===== src/hdl/pmfb_pkg.sv =====
// ----------------------------------------------------------------------------
// Page mono framebuffer blit package
// Payload types, action and status codes, shared internal structs.
// ----------------------------------------------------------------------------
package pmfb_pkg;

    localparam int CFG_IDX_W  = 3;
    localparam int CFG_DATA_W = 9;
    localparam int FW_W       = 9;
    localparam int FH_W       = 7;
    localparam int STRIDE_W   = 10;
    localparam int XDST_W     = 10;
    localparam int PAGE_W     = 8;
    localparam int CALC_W     = 17;

    localparam logic [2:0] ACT_WRITE_BYTE = 3'd0;
    localparam logic [2:0] ACT_READ_BYTE  = 3'd1;
    localparam logic [2:0] ACT_SET_PIXEL  = 3'd2;
    localparam logic [2:0] ACT_GET_PIXEL  = 3'd3;
    localparam logic [2:0] ACT_BLIT_BYTE  = 3'd4;

    localparam logic [1:0] ST_DONE  = 2'd0;
    localparam logic [1:0] ST_RANGE = 2'd1;
    localparam logic [1:0] ST_GEOM  = 2'd2;

    localparam logic [CFG_IDX_W-1:0] CFG_FRAME_WIDTH   = 3'd0;
    localparam logic [CFG_IDX_W-1:0] CFG_FRAME_HEIGHT  = 3'd1;
    localparam logic [CFG_IDX_W-1:0] CFG_BLIT_X        = 3'd2;
    localparam logic [CFG_IDX_W-1:0] CFG_BLIT_Y        = 3'd3;
    localparam logic [CFG_IDX_W-1:0] CFG_SOURCE_WIDTH  = 3'd4;
    localparam logic [CFG_IDX_W-1:0] CFG_SOURCE_HEIGHT = 3'd5;

    typedef struct packed {
        logic [2:0]  action;
        logic [10:0] byte_index;
        logic [7:0]  byte_value;
        logic [7:0]  column;
        logic [5:0]  row;
        logic [2:0]  source_page;
        logic        pixel_on;
    } t_in;

    typedef struct packed {
        logic [7:0] read_byte;
        logic       pixel;
        logic [1:0] status;
    } t_out;

    typedef struct packed {
        logic              start;
        logic [PAGE_W-1:0] page;
        logic [XDST_W-1:0] x;
    } t_addr_req;

    typedef struct packed {
        logic [CALC_W-1:0] addr;
        logic              ok;
    } t_addr_rsp;

    typedef struct packed {
        logic              we;
        logic              re;
        logic [CALC_W-1:0] addr;
        logic [7:0]        wdata;
    } t_mem_req;

endpackage


===== src/hdl/pmfb_addr_unit.sv =====
// ----------------------------------------------------------------------------
// Page mono framebuffer address unit
// Shared page * stride + column calculator with store bound check.
// ----------------------------------------------------------------------------
module pmfb_addr_unit #(
    parameter int STORE_BYTES = 2048
) (
    input  logic                              i_clk,
    input  pmfb_pkg::t_addr_req               i_req,
    input  logic [pmfb_pkg::STRIDE_W-1:0]     i_stride,
    output pmfb_pkg::t_addr_rsp               o_rsp
);
    import pmfb_pkg::*;

    logic [CALC_W-1:0] n_addr;
    t_addr_rsp         r_rsp;

    assign n_addr = (CALC_W'(i_req.page) * CALC_W'(i_stride)) + CALC_W'(i_req.x);

    always_ff @(posedge i_clk) begin
        if (i_req.start) begin
            r_rsp.addr <= n_addr;
            r_rsp.ok   <= (32'(n_addr) < STORE_BYTES);
        end
    end

    assign o_rsp = r_rsp;

endmodule


===== config.mk =====
export PLATFORM = sky130hd
export DESIGN_NAME = pmfb_addr_unit
export DESIGN_NICKNAME = d
export VERILOG_FILES = /design/src/hdl/pmfb_pkg.sv /design/src/hdl/pmfb_addr_unit.sv
export SDC_FILE = /design/constraint.sdc
export NUM_CORES = 1
export LEC_CHECK = 0
export BUFFER_PORTS_ARGS = -buffer_cell sky130_fd_sc_hd__buf_2
export CAP_MARGIN = 20
export CORE_UTILIZATION = 60
export CTS_CLUSTER_SIZE = 30
export DETAILED_ROUTE_END_ITERATION = 10
export PLACE_DENSITY = 0.84
export SLEW_MARGIN = 20
export SYNTH_ARGS = -nofsm -noshare
export SYNTH_HDL_FRONTEND = slang
export SYNTH_SLANG_ARGS = --single-unit

===== constraint.sdc =====
create_clock -name i_clk -period 6.7 [get_ports i_clk]
set_clock_uncertainty 0.15 [all_clocks]
set_input_delay 1.34 -clock i_clk [delete_from_list [all_inputs] [get_ports i_clk]]
set_output_delay 1.34 -clock i_clk [all_outputs]
set_load 0.02 [all_outputs]

==> flow_summary_export.csv, run 1 <==
group,metric,value,unit
worst_setup_path,crit_fanout,10,
detailed_routing,drtIter0Drc,71,
logic_synthesis,syn_avg_cell_area,9.389,µm²
sta,min_period,5.631,ns
clocking,cts_buffer_depth,2,
worst_setup_path,crit_required,6.63,ns
layout,drive_gt1_share,13.67,%
clocking,cts_tree,"yes",
clocking,clockRootBuffer,"clkbuf_8",
outcome,status,"completed",
clocking,cts-htree-levels,1,
detailed_routing,routed_wl,6545,µm
sta,tns,0,ns
floorplanning,die_w,78.20,µm
clocking,postCtsSetupBuffers,0,
clocking,numClockSinks,18,
layout,largest_register_ff_count,18,
global_routing,grt_pass1_vias,2835,
sta,fmax,0.1776,GHz
pwr,switching_share,50.60,%
global_routing,grt_usage,24.22,%
sta,maxSlewViolCount,0,
worst_setup_path,crit_type,"input port to register",
pwr,pwr-share-comb,78.6,%
clocking,clk_pin_slew,0.07,ns
detailed_routing,postRouteAntennaNets,0,
sta,grt_setup_unrepaired,"false",
hold_path,hold_start,"i_req[0]",
clocking,ctsHoldBuffers,0,
logic_synthesis,yosysUniqueCellTypes,38,
global_routing,grt_pass1_wl,11830,µm
hold_path,whs_endpoint,"o_rsp[1]$_DFFE_PP_",
worst_setup_path,critical_path_arrival,5.56,ns
detailed_routing,vias,2625,
pwr,internal_power,710.0,µW
logic_synthesis,synth-seq-area-share,15.52,%
layout,fillers,473,
floorplanning,rows,27,
pwr,peakVddDrop,224.5,µV
sta,setup_viol,0,
flow_run,maxCapViolCount,0,
clocking,cts_inserted_buffers,3,
layout,syn_to_final_growth,9.950,%
sta,hold_viol,0,
pwr,power_density,375.3,nW/µm²
layout,diodes,0,
floorplanning,core_region_area,5540,µm²
detailed_routing,wl_per_cell,13.38,µm
floorplanning,ios,48,
logic_synthesis,syn_inst,371,
floorplanning,start_util,62.87,%
global_routing,antenna_found_initial,0,
sta,fin_crit_sh,84.04,%
detailed_routing,post-route-drc-count,0,
global_routing,grt_overflow,0,
sta,worst_pin_slew,0.3873,ns
hold_path,hp-class,"input port to register",
place,place_inst,485,
worst_setup_path,worstSetupStartpointType,"input port",
logic_synthesis,synth_seq_cells,18,
logic_synthesis,synth_warnings,0,
floorplanning,dieHeight,78.20,µm
detailed_routing,firstDrtPassIters,5,
sta,relSlewSlack,73.85,%
logic_synthesis,syn_area,3483,µm²
hold_path,hold-path-cell-count,2,
layout,layoutNonFillerInstCount,489,
pwr,p_total,1.437,mW
pwr,power_frac_seq,16.2,%
place,gp_congestion,0.8305,
layout,fin_nets,541,
detailed_routing,viasPerCell,5.368,
logic_synthesis,syn-num-nets,494,
clocking,post_cts_resized,0,
pwr,clockPowerShare,5.2,%
global_routing,grt_start_max_net_pins,19,
floorplanning,die-area,6114,µm²
pwr,leakage,2.019,nW
worst_setup_path,end_kind,"register",
pwr,p_sw,727.3,µW
place,place_hpwl,5542,µm
place,io_buffers,47,
power by group through the flow:
stage	logic, mW	clock network (mW)	registers [mW]
floorplan	0.818	0	0.301
global placement	1.08	0	0.235
detailed placement	1.11	0	0.236
CTS	1.12	0.0764	0.234
global route	1.28	0.0808	0.237
finish	1.13	0.0754	0.233
worst max path at each step:
stage / startpoint / endpoint / depth (start not counted)
2_1_floorplan: i_req[11] / o_rsp[0]$_DFFE_PP_ / 16
3_3_place_gp: i_stride[1] / o_rsp[0]$_DFFE_PP_ / 15
3_5_place_dp: i_stride[4] / o_rsp[0]$_DFFE_PP_ / 15
4_1_cts: i_stride[4] / o_rsp[0]$_DFFE_PP_ / 15
5_1_grt: i_stride[2] / o_rsp[0]$_DFFE_PP_ / 15
6_report: i_req[17] / o_rsp[0]$_DFFE_PP_ / 15
logic make-up (layout without fill, tap and decap cells):
| logic type | count (synthesis) | after routing | share of synthesized area, % |
|---|---|---|---|
| AND/OR/NAND/NOR | 104 | 104 | 15.70 |
| buffers and inverters | 100 | 146 | 10.92 |
| adder cells (fa/ha/maj) | 93 | 93 | 45.69 |
| AO/OA/AOI/OAI | 42 | 42 | 8.656 |
| flip-flops | 18 | 18 | 15.52 |
| XOR/XNOR | 14 | 14 | 3.520 |
layout by cell type, fill, tap and decap left out, drive strengths merged, types with 4 or more instances in the layout:
cell and instances:
inv 95, fa 57, and2 47, buf 47, nand2 38, ha 36
edfxtp 18, a21oi 12, xnor2 11, nor2 6, a21o 6, o21ai 5
a211oi 4, o211ai 4
cells in the mapped netlist, drive strengths merged:
cell type,number,share of area [%]
o21bai,1,0.22
nand4b,1,0.25
nand2b,2,0.36
and2,47,8.4
inv,95,10
nand3,3,0.43
a31oi,3,0.54
nor3,3,0.43
and3,1,0.18
a211o,1,0.25
ha,36,13
o2111a,1,0.32
nor3b,2,0.43
nand2,38,4.2
clkbuf,3,0.32
o31ai,1,0.22
fa,57,33
a21boi,1,0.22
o311ai,1,0.25
xor2,3,0.75
o21a,1,0.22
o21ai,5,0.72
nor4,1,0.36
a211oi,4,1.0
a21oi,12,1.8
o211ai,4,1.1
a21o,6,1.3
nor2,6,0.65
xnor2,11,2.8
edfxtp,18,16
a221oi,1,0.43
buf,2,0.36
per-stage QoR:
| step | setup WS (ns) | hold slack (ns) | utilization, % | cell area (µm²) |
|---|---|---|---|---|
| CTS | 1.098 | 1.237 | 69.13 | 3830 |
| finish | 1.069 | 1.237 | 69.13 | 3830 |
| global route | 0.8011 | 1.251 | 69.13 | 3830 |
| global placement | 0.8941 | 1.499 | 68.32 | 3785 |
| detailed placement | 0.8366 | 1.497 | 68.32 | 3785 |
| floorplan | 1.152 | 1.303 | - | 3483 |
critical path, cell delays in order:
cell and delay, ns:
buf_2 0.16, and2_1 0.17, fa_1 0.51, fa_1 0.53, fa_1 0.55, inv_1 0.05
fa_1 0.53, inv_1 0.05, ha_1 0.38, nand2_1 0.12, a21boi_0 0.28, o21ai_0 0.15
a211oi_1 0.35, o311ai_0 0.23, nor4_2 0.17
layer usage:
metal / share of wire [%] / global-route usage (%) / vias up / wire, µm
met2: 55 / 47.54 / 78 / 3576
met1: 39 / 27.49 / 1297 / 2543
met5: 0 / 0 / - / 0
met4: 1.9 / 5.741 / 0 / 125
li1: - / - / 1238 / -
met3: 4.6 / 3.023 / 12 / 301
cell type report:
cell class / count / area (µm²) / share of cell area (%)
clock buffers: 3 / 41.29 / 1.078
clock inverters: 1 / 3.754 / 0.09801
inverters: 95 / 356.6 / 9.311
multi-input cells: 253 / 2562 / 66.91
flip-flops and latches: 18 / 540.5 / 14.11
well taps: 72 / 90.09 / 2.352
repair buffers: 47 / 235.2 / 6.142
Note: power is estimated with default switching activity, not from simulation.
==> inputs of run 2 (changes only) <==
==> constraint.sdc (replaced) <==
create_clock -name i_clk -period 5.52 [get_ports i_clk]
set_clock_uncertainty 0.15 [all_clocks]
set_input_delay 1.104 -clock i_clk [delete_from_list [all_inputs] [get_ports i_clk]]
set_output_delay 1.104 -clock i_clk [all_outputs]
set_load 0.02 [all_outputs]
==> run 2 against run 1 <==
Largest cell class unchanged. Critical path type unchanged. Cell count increased by 0.82%. Power rose by 25%. Critical endpoint unchanged. First-iteration DRC count up 14%. Critical path depth unchanged.
==> flow_summary_export.csv, run 2 (synthesized netlist as in run 1, its figures left out) <==
group,metric,value,unit
pwr,peakVddDrop,361.8,µV
clocking,ctsHoldBuffers,0,
layout,layoutNonFillerInstCount,493,
clocking,post_cts_resized,0,
hold_path,hold_start,"i_req[0]",
clocking,cts_tree,"yes",
pwr,leakage,2.038,nW
hold_path,whs_endpoint,"o_rsp[1]$_DFFE_PP_",
place,place_hpwl,5802,µm
clocking,postCtsSetupBuffers,0,
floorplanning,rows,27,
sta,maxSlewViolCount,0,
global_routing,grt_pass1_wl,12440,µm
place,dpl_cell_area,3815,µm²
floorplanning,dieHeight,78.20,µm
worst_setup_path,end_kind,"register",
layout,syn_to_final_growth,11.13,%
detailed_routing,vias,2615,
sta,fmax,0.1904,GHz
sta,setup_viol,0,
clocking,cts_inserted_buffers,3,
global_routing,grt_overflow,0,
global_routing,antenna_found_initial,0,
clocking,cts-htree-levels,1,
layout,design_area,3871,µm²
layout,layout_common_cells,"95 x inv_1, 57 x fa_1, 47 x and2_1, 47 x buf_2, 37 x nand2_1",
worst_setup_path,worstSetupStartpointType,"input port",
outcome,status,"completed",
clocking,cts_buffer_depth,2,
place,io_buffers,47,
layout,multi_input_area,2574,µm²
detailed_routing,wl_per_cell,13.50,µm
pwr,p_total,1.797,mW
worst_setup_path,path_delay_family,"adder cells",
worst_setup_path,critical_path_arrival,5.18,ns
worst_setup_path,critical_path.slowest_cell,"fa_1",
floorplanning,ios,48,
layout,fin_util,69.87,%
clocking,clk_pin_slew,0.07,ns
place,gp_congestion,0.8907,
sta,fin_crit_sh,95.15,%
worst_setup_path,crit_type,"input port to register",
sta,min_period,5.253,ns
layout,regArea,540.5,µm²
layout,largest_register_ff_count,18,
worst_setup_path,crit_path_cell_trace,"buf_2, and2_1, fa_1, fa_1, fa_1, inv_1, fa_1, inv_1, ha_1, o211ai_1, nor2_1, nand2_2, a221oi_2, xnor2_1, nor4_2",
floorplanning,die_w,78.20,µm
global_routing,grt_usage,25.63,%
sta,worst_pin_slew,0.4053,ns
clocking,numClockSinks,18,
layout,drive_gt1_share,15.20,%
sta,relSlewSlack,72.64,%
layout,mostFrequentLayoutCell,"inv_1",
layout,diodes,0,
global_routing,grt_start_max_net_pins,19,
hold_path,hp-class,"input port to register",
worst_setup_path,crit_buf_inv,3,
detailed_routing,routed_wl,6654,µm
place,place_inst,489,
detailed_routing,drtIter0Drc,81,
sta,grt_setup_unrepaired,"false",
floorplanning,core_region_area,5540,µm²
global_routing,grt_pass1_vias,2814,
sta,hold_viol,0,
pwr,power_density,464.1,nW/µm²
layout,fillers,449,
worst_setup_path,crit_fanout,8,
detailed_routing,post-route-drc-count,0,
worst_setup_path,crit_top_cell,"fa_1",
worst_setup_path,crit_required,5.45,ns
layout,fin_nets,545,
worst_setup_path,critPathMaxStageDelay,0.56,ns
clocking,clockRootBuffer,"clkbuf_8",
detailed_routing,postRouteAntennaNets,0,
hold_path,hold-path-cell-count,2,
detailed_routing,firstDrtPassIters,4,
floorplanning,start_util,62.87,%
floorplanning,die-area,6114,µm²
detailed_routing,viasPerCell,5.304,
flow_run,maxCapViolCount,0,
run 2: changes by cell type in the layout (fill, tap and decap cells not counted), sizes merged:
cell	change
buf	+4
run 2: how the worst max path moves through the flow:
stage | slack [ns] | cells past startpoint | startpoint | endpoint
after floorplan | 0.21 | 16 | i_req[11] | o_rsp[0]$_DFFE_PP_
after global placement | 0.06 | 15 | i_stride[2] | o_rsp[0]$_DFFE_PP_
after detailed placement | -0.03 | 15 | i_stride[1] | o_rsp[0]$_DFFE_PP_
after CTS | 0.22 | 15 | i_stride[1] | o_rsp[0]$_DFFE_PP_
after global routing | 0.02 | 15 | i_stride[2] | o_rsp[0]$_DFFE_PP_
final | 0.27 | 15 | i_stride[3] | o_rsp[0]$_DFFE_PP_
run 2: power breakdown:
| group | internal [mW] | switching, mW | leakage (nW) |
|---|---|---|---|
| logic | 0.578 | 0.846 | 1.84 |
| registers | 0.271 | 0.0122 | 0.176 |
| clock network | 0.0493 | 0.0412 | 0.0231 |
| total | 0.898 | 0.899 | 2.04 |
run 2: through the flow:
stage	hold WS, ns	setup slack (ns)	setup TNS (ns)
finish	1.006	0.2675	0
global route	1.015	0.02004	0
CTS	1.003	0.2180	0
detailed placement	1.262	-0.02552	-0.02552
global placement	1.265	0.06315	0
floorplan	1.067	0.2082	0
run 2: layout make-up:
cell class / instances / area share (%)
multi-input combinational: 253 / 66.48
sequential: 18 / 13.96
inverter: 95 / 9.211
timing repair buffer: 51 / 6.852
tap: 72 / 2.327
clock buffer: 3 / 1.067
clock inverter: 1 / 0.09696
run 2: metal layers:
metal	vias to the layer above	track usage (%)	share of wire, %
met3	4	2.442	3.3
met4	0	2.963	0.60
li1	1240	-	-
met2	55	50.70	58
met1	1316	30.58	38
met5	-	0	0
==> inputs of run 3 (changes only) <==
--- a/config.mk
+++ b/config.mk
@@ -7,10 +7,10 @@
 export LEC_CHECK = 0
 export BUFFER_PORTS_ARGS = -buffer_cell sky130_fd_sc_hd__buf_2
 export CAP_MARGIN = 20
-export CORE_UTILIZATION = 60
+export CORE_UTILIZATION = 64
 export CTS_CLUSTER_SIZE = 30
 export DETAILED_ROUTE_END_ITERATION = 10
-export PLACE_DENSITY = 0.84
+export PLACE_DENSITY = 0.89
 export SLEW_MARGIN = 20
 export SYNTH_ARGS = -nofsm -noshare
 export SYNTH_HDL_FRONTEND = slang
==> constraint.sdc (replaced) <==
create_clock -name i_clk -period 6.3 [get_ports i_clk]
set_clock_uncertainty 0.15 [all_clocks]
set_input_delay 1.26 -clock i_clk [delete_from_list [all_inputs] [get_ports i_clk]]
set_output_delay 1.26 -clock i_clk [all_outputs]
set_load 0.02 [all_outputs]
==> run 3 against run 2 <==
Worst hold slack improved by 0.17 ns. Critical path depth up 1. First-iteration DRC count rose by 38%. Count of clock-buffer cells in the layout unchanged.
==> flow_summary_export.csv, run 3 (synthesized netlist as in run 1, its figures left out) <==
group,metric,value,unit
pwr,switching_share,50.74,%
global_routing,grt_pass1_vias,2786,
worst_setup_path,critical_path_arrival,5.50,ns
outcome,status,"completed",
worst_setup_path,worstSetupStartpointType,"input port",
layout,fin_nets,541,
worst_setup_path,crit_path_cell_trace,"buf_2, nand2_1, fa_1, inv_1, fa_1, inv_1, fa_1, fa_1, inv_1, ha_1, o211ai_1, a21oi_1, o2111a_1, a211oi_1, o311ai_0, nor4_2",
floorplanning,rows,26,
sta,fmax,0.1794,GHz
sta,setup_viol,0,
layout,syn_to_final_growth,9.878,%
worst_setup_path,critPathMaxStageDelay,0.54,ns
clocking,numClockSinks,18,
place,gp_congestion,0.9013,
layout,diodes,0,
global_routing,grt_usage,26.78,%
place,io_buffers,47,
layout,layout_common_cells,"95 x inv_1, 57 x fa_1, 47 x and2_1, 47 x buf_2, 37 x nand2_1",
sta,hold_viol,0,
detailed_routing,viasPerCell,5.489,
floorplanning,ios,48,
floorplanning,core_region_area,5172,µm²
worst_setup_path,crit_top_cell,"fa_1",
detailed_routing,post-route-drc-count,0,
sta,worst_pin_slew,0.4089,ns
pwr,clockPowerShare,5.1,%
floorplanning,dieHeight,75.78,µm
floorplanning,start_util,67.34,%
layout,largest_register_ff_count,18,
detailed_routing,vias,2673,
clocking,clockRootBuffer,"clkbuf_8",
global_routing,grt_overflow,0,
global_routing,grt_pass1_wl,11520,µm
layout,mostFrequentLayoutCell,"inv_1",
sta,grt_setup_unrepaired,"false",
layout,fillers,397,
worst_setup_path,crit_fanout,10,
layout,drive_gt1_share,13.67,%
worst_setup_path,end_kind,"register",
worst_setup_path,crit_type,"input port to register",
worst_setup_path,critical_path.slowest_cell,"fa_1",
sta,relSlewSlack,72.39,%
detailed_routing,postRouteAntennaNets,0,
layout,layoutNonFillerInstCount,487,
global_routing,grt_start_max_net_pins,19,
clocking,clk_pin_slew,0.06,ns
clocking,postCtsSetupBuffers,0,
global_routing,antenna_found_initial,0,
sta,fin_crit_sh,88.47,%
clocking,cts_inserted_buffers,3,
hold_path,hp-class,"input port to register",
clocking,ctsHoldBuffers,0,
flow_run,maxCapViolCount,0,
pwr,p_sw,779.2,µW
sta,tns,0,ns
sta,min_period,5.574,ns
detailed_routing,routed_wl,6806,µm
pwr,leakage,2.019,nW
place,place_hpwl,5854,µm
pwr,peakVddDrop,238.4,µV
detailed_routing,firstDrtPassIters,4,
worst_setup_path,crit_required,6.23,ns
floorplanning,die-area,5742,µm²
floorplanning,die_w,75.78,µm
detailed_routing,drtIter0Drc,112,
pwr,internal_power,756.6,µW
clocking,cts_tree,"yes",
detailed_routing,wl_per_cell,13.98,µm
pwr,pwr-share-comb,78.8,%
pwr,power_frac_seq,16.1,%
place,place_inst,483,
sta,maxSlewViolCount,0,
hold_path,hold-path-cell-count,2,
clocking,post_cts_resized,0,
clocking,cts_buffer_depth,2,
pwr,power_density,401.3,nW/µm²
clocking,cts-htree-levels,1,
run 3: cell count changes in the layout (fill, tap and decap cells not counted):
cell / previous run / this run
a21oi_1: 10 / 11
ha_2: 1 / 0
a211oi_2: 2 / 1
buf_4: 4 / 0
ha_1: 35 / 36
a211oi_1: 2 / 3
a21oi_2: 2 / 1
run 3: worst paths after layout:
check	to	slack, ns	startpoint
setup / recovery	o_rsp[0]$_DFFE_PP_	0.73	i_req[11]
hold / removal	o_rsp[1]$_DFFE_PP_	1.17	i_req[0]
run 3: critical path, delay by kind of cell:
family | cells | cell delay (ns)
AND/OR/NAND/NOR | 2 | 0.31
buffers and inverters | 4 | 0.37
AO/OA/AOI/OAI | 5 | 1.16
adder cells (fa/ha/maj) | 5 | 2.40
run 3: layout make-up:
cell class                      count  area (µm²)  share of cell area [%]
Clock inverter                      1       3.754                 0.09807
Tap cell                           70       87.58                   2.288
Multi-Input combinational cell    253        2562                   66.95
Sequential cell                    18       540.5                   14.12
Inverter                           95       356.6                   9.317
Timing Repair Buffer               47       235.2                   6.146
Clock buffer                        3       41.29                   1.079
run 3: per-layer routing:
metal  routed length (µm)  up-vias  global-route usage [%]
met5                    0        -                       0
met4                   93        0                   5.144
met3                  392       10                   3.571
met2                 3733       89                   52.51
met1                 2587     1334                   30.92
li1                     -     1240                       -
run 3: stage by stage:
stage	setup WS [ns]	utilization, %	area [µm²]	hold WS, ns	total power [mW]
2_1_floorplan	0.8322	-	3483	1.223	1.189
3_3_place_gp	0.5418	73.13	3782	1.420	1.414
3_5_place_dp	0.4847	73.13	3782	1.430	1.458
4_1_cts	0.7383	74.00	3827	1.173	1.541
5_1_grt	0.4315	74.00	3827	1.193	1.704
6_report	0.7263	74.00	3827	1.171	1.536
run 3: power by group through the flow:
stage / Combinational, mW / Clock, mW / Sequential, mW
global route: 1.37 / 0.0848 / 0.253
CTS: 1.21 / 0.0797 / 0.248
detailed placement: 1.21 / 0 / 0.250
global placement: 1.16 / 0 / 0.249
floorplan: 0.870 / 0 / 0.320
finish: 1.21 / 0.0780 / 0.247
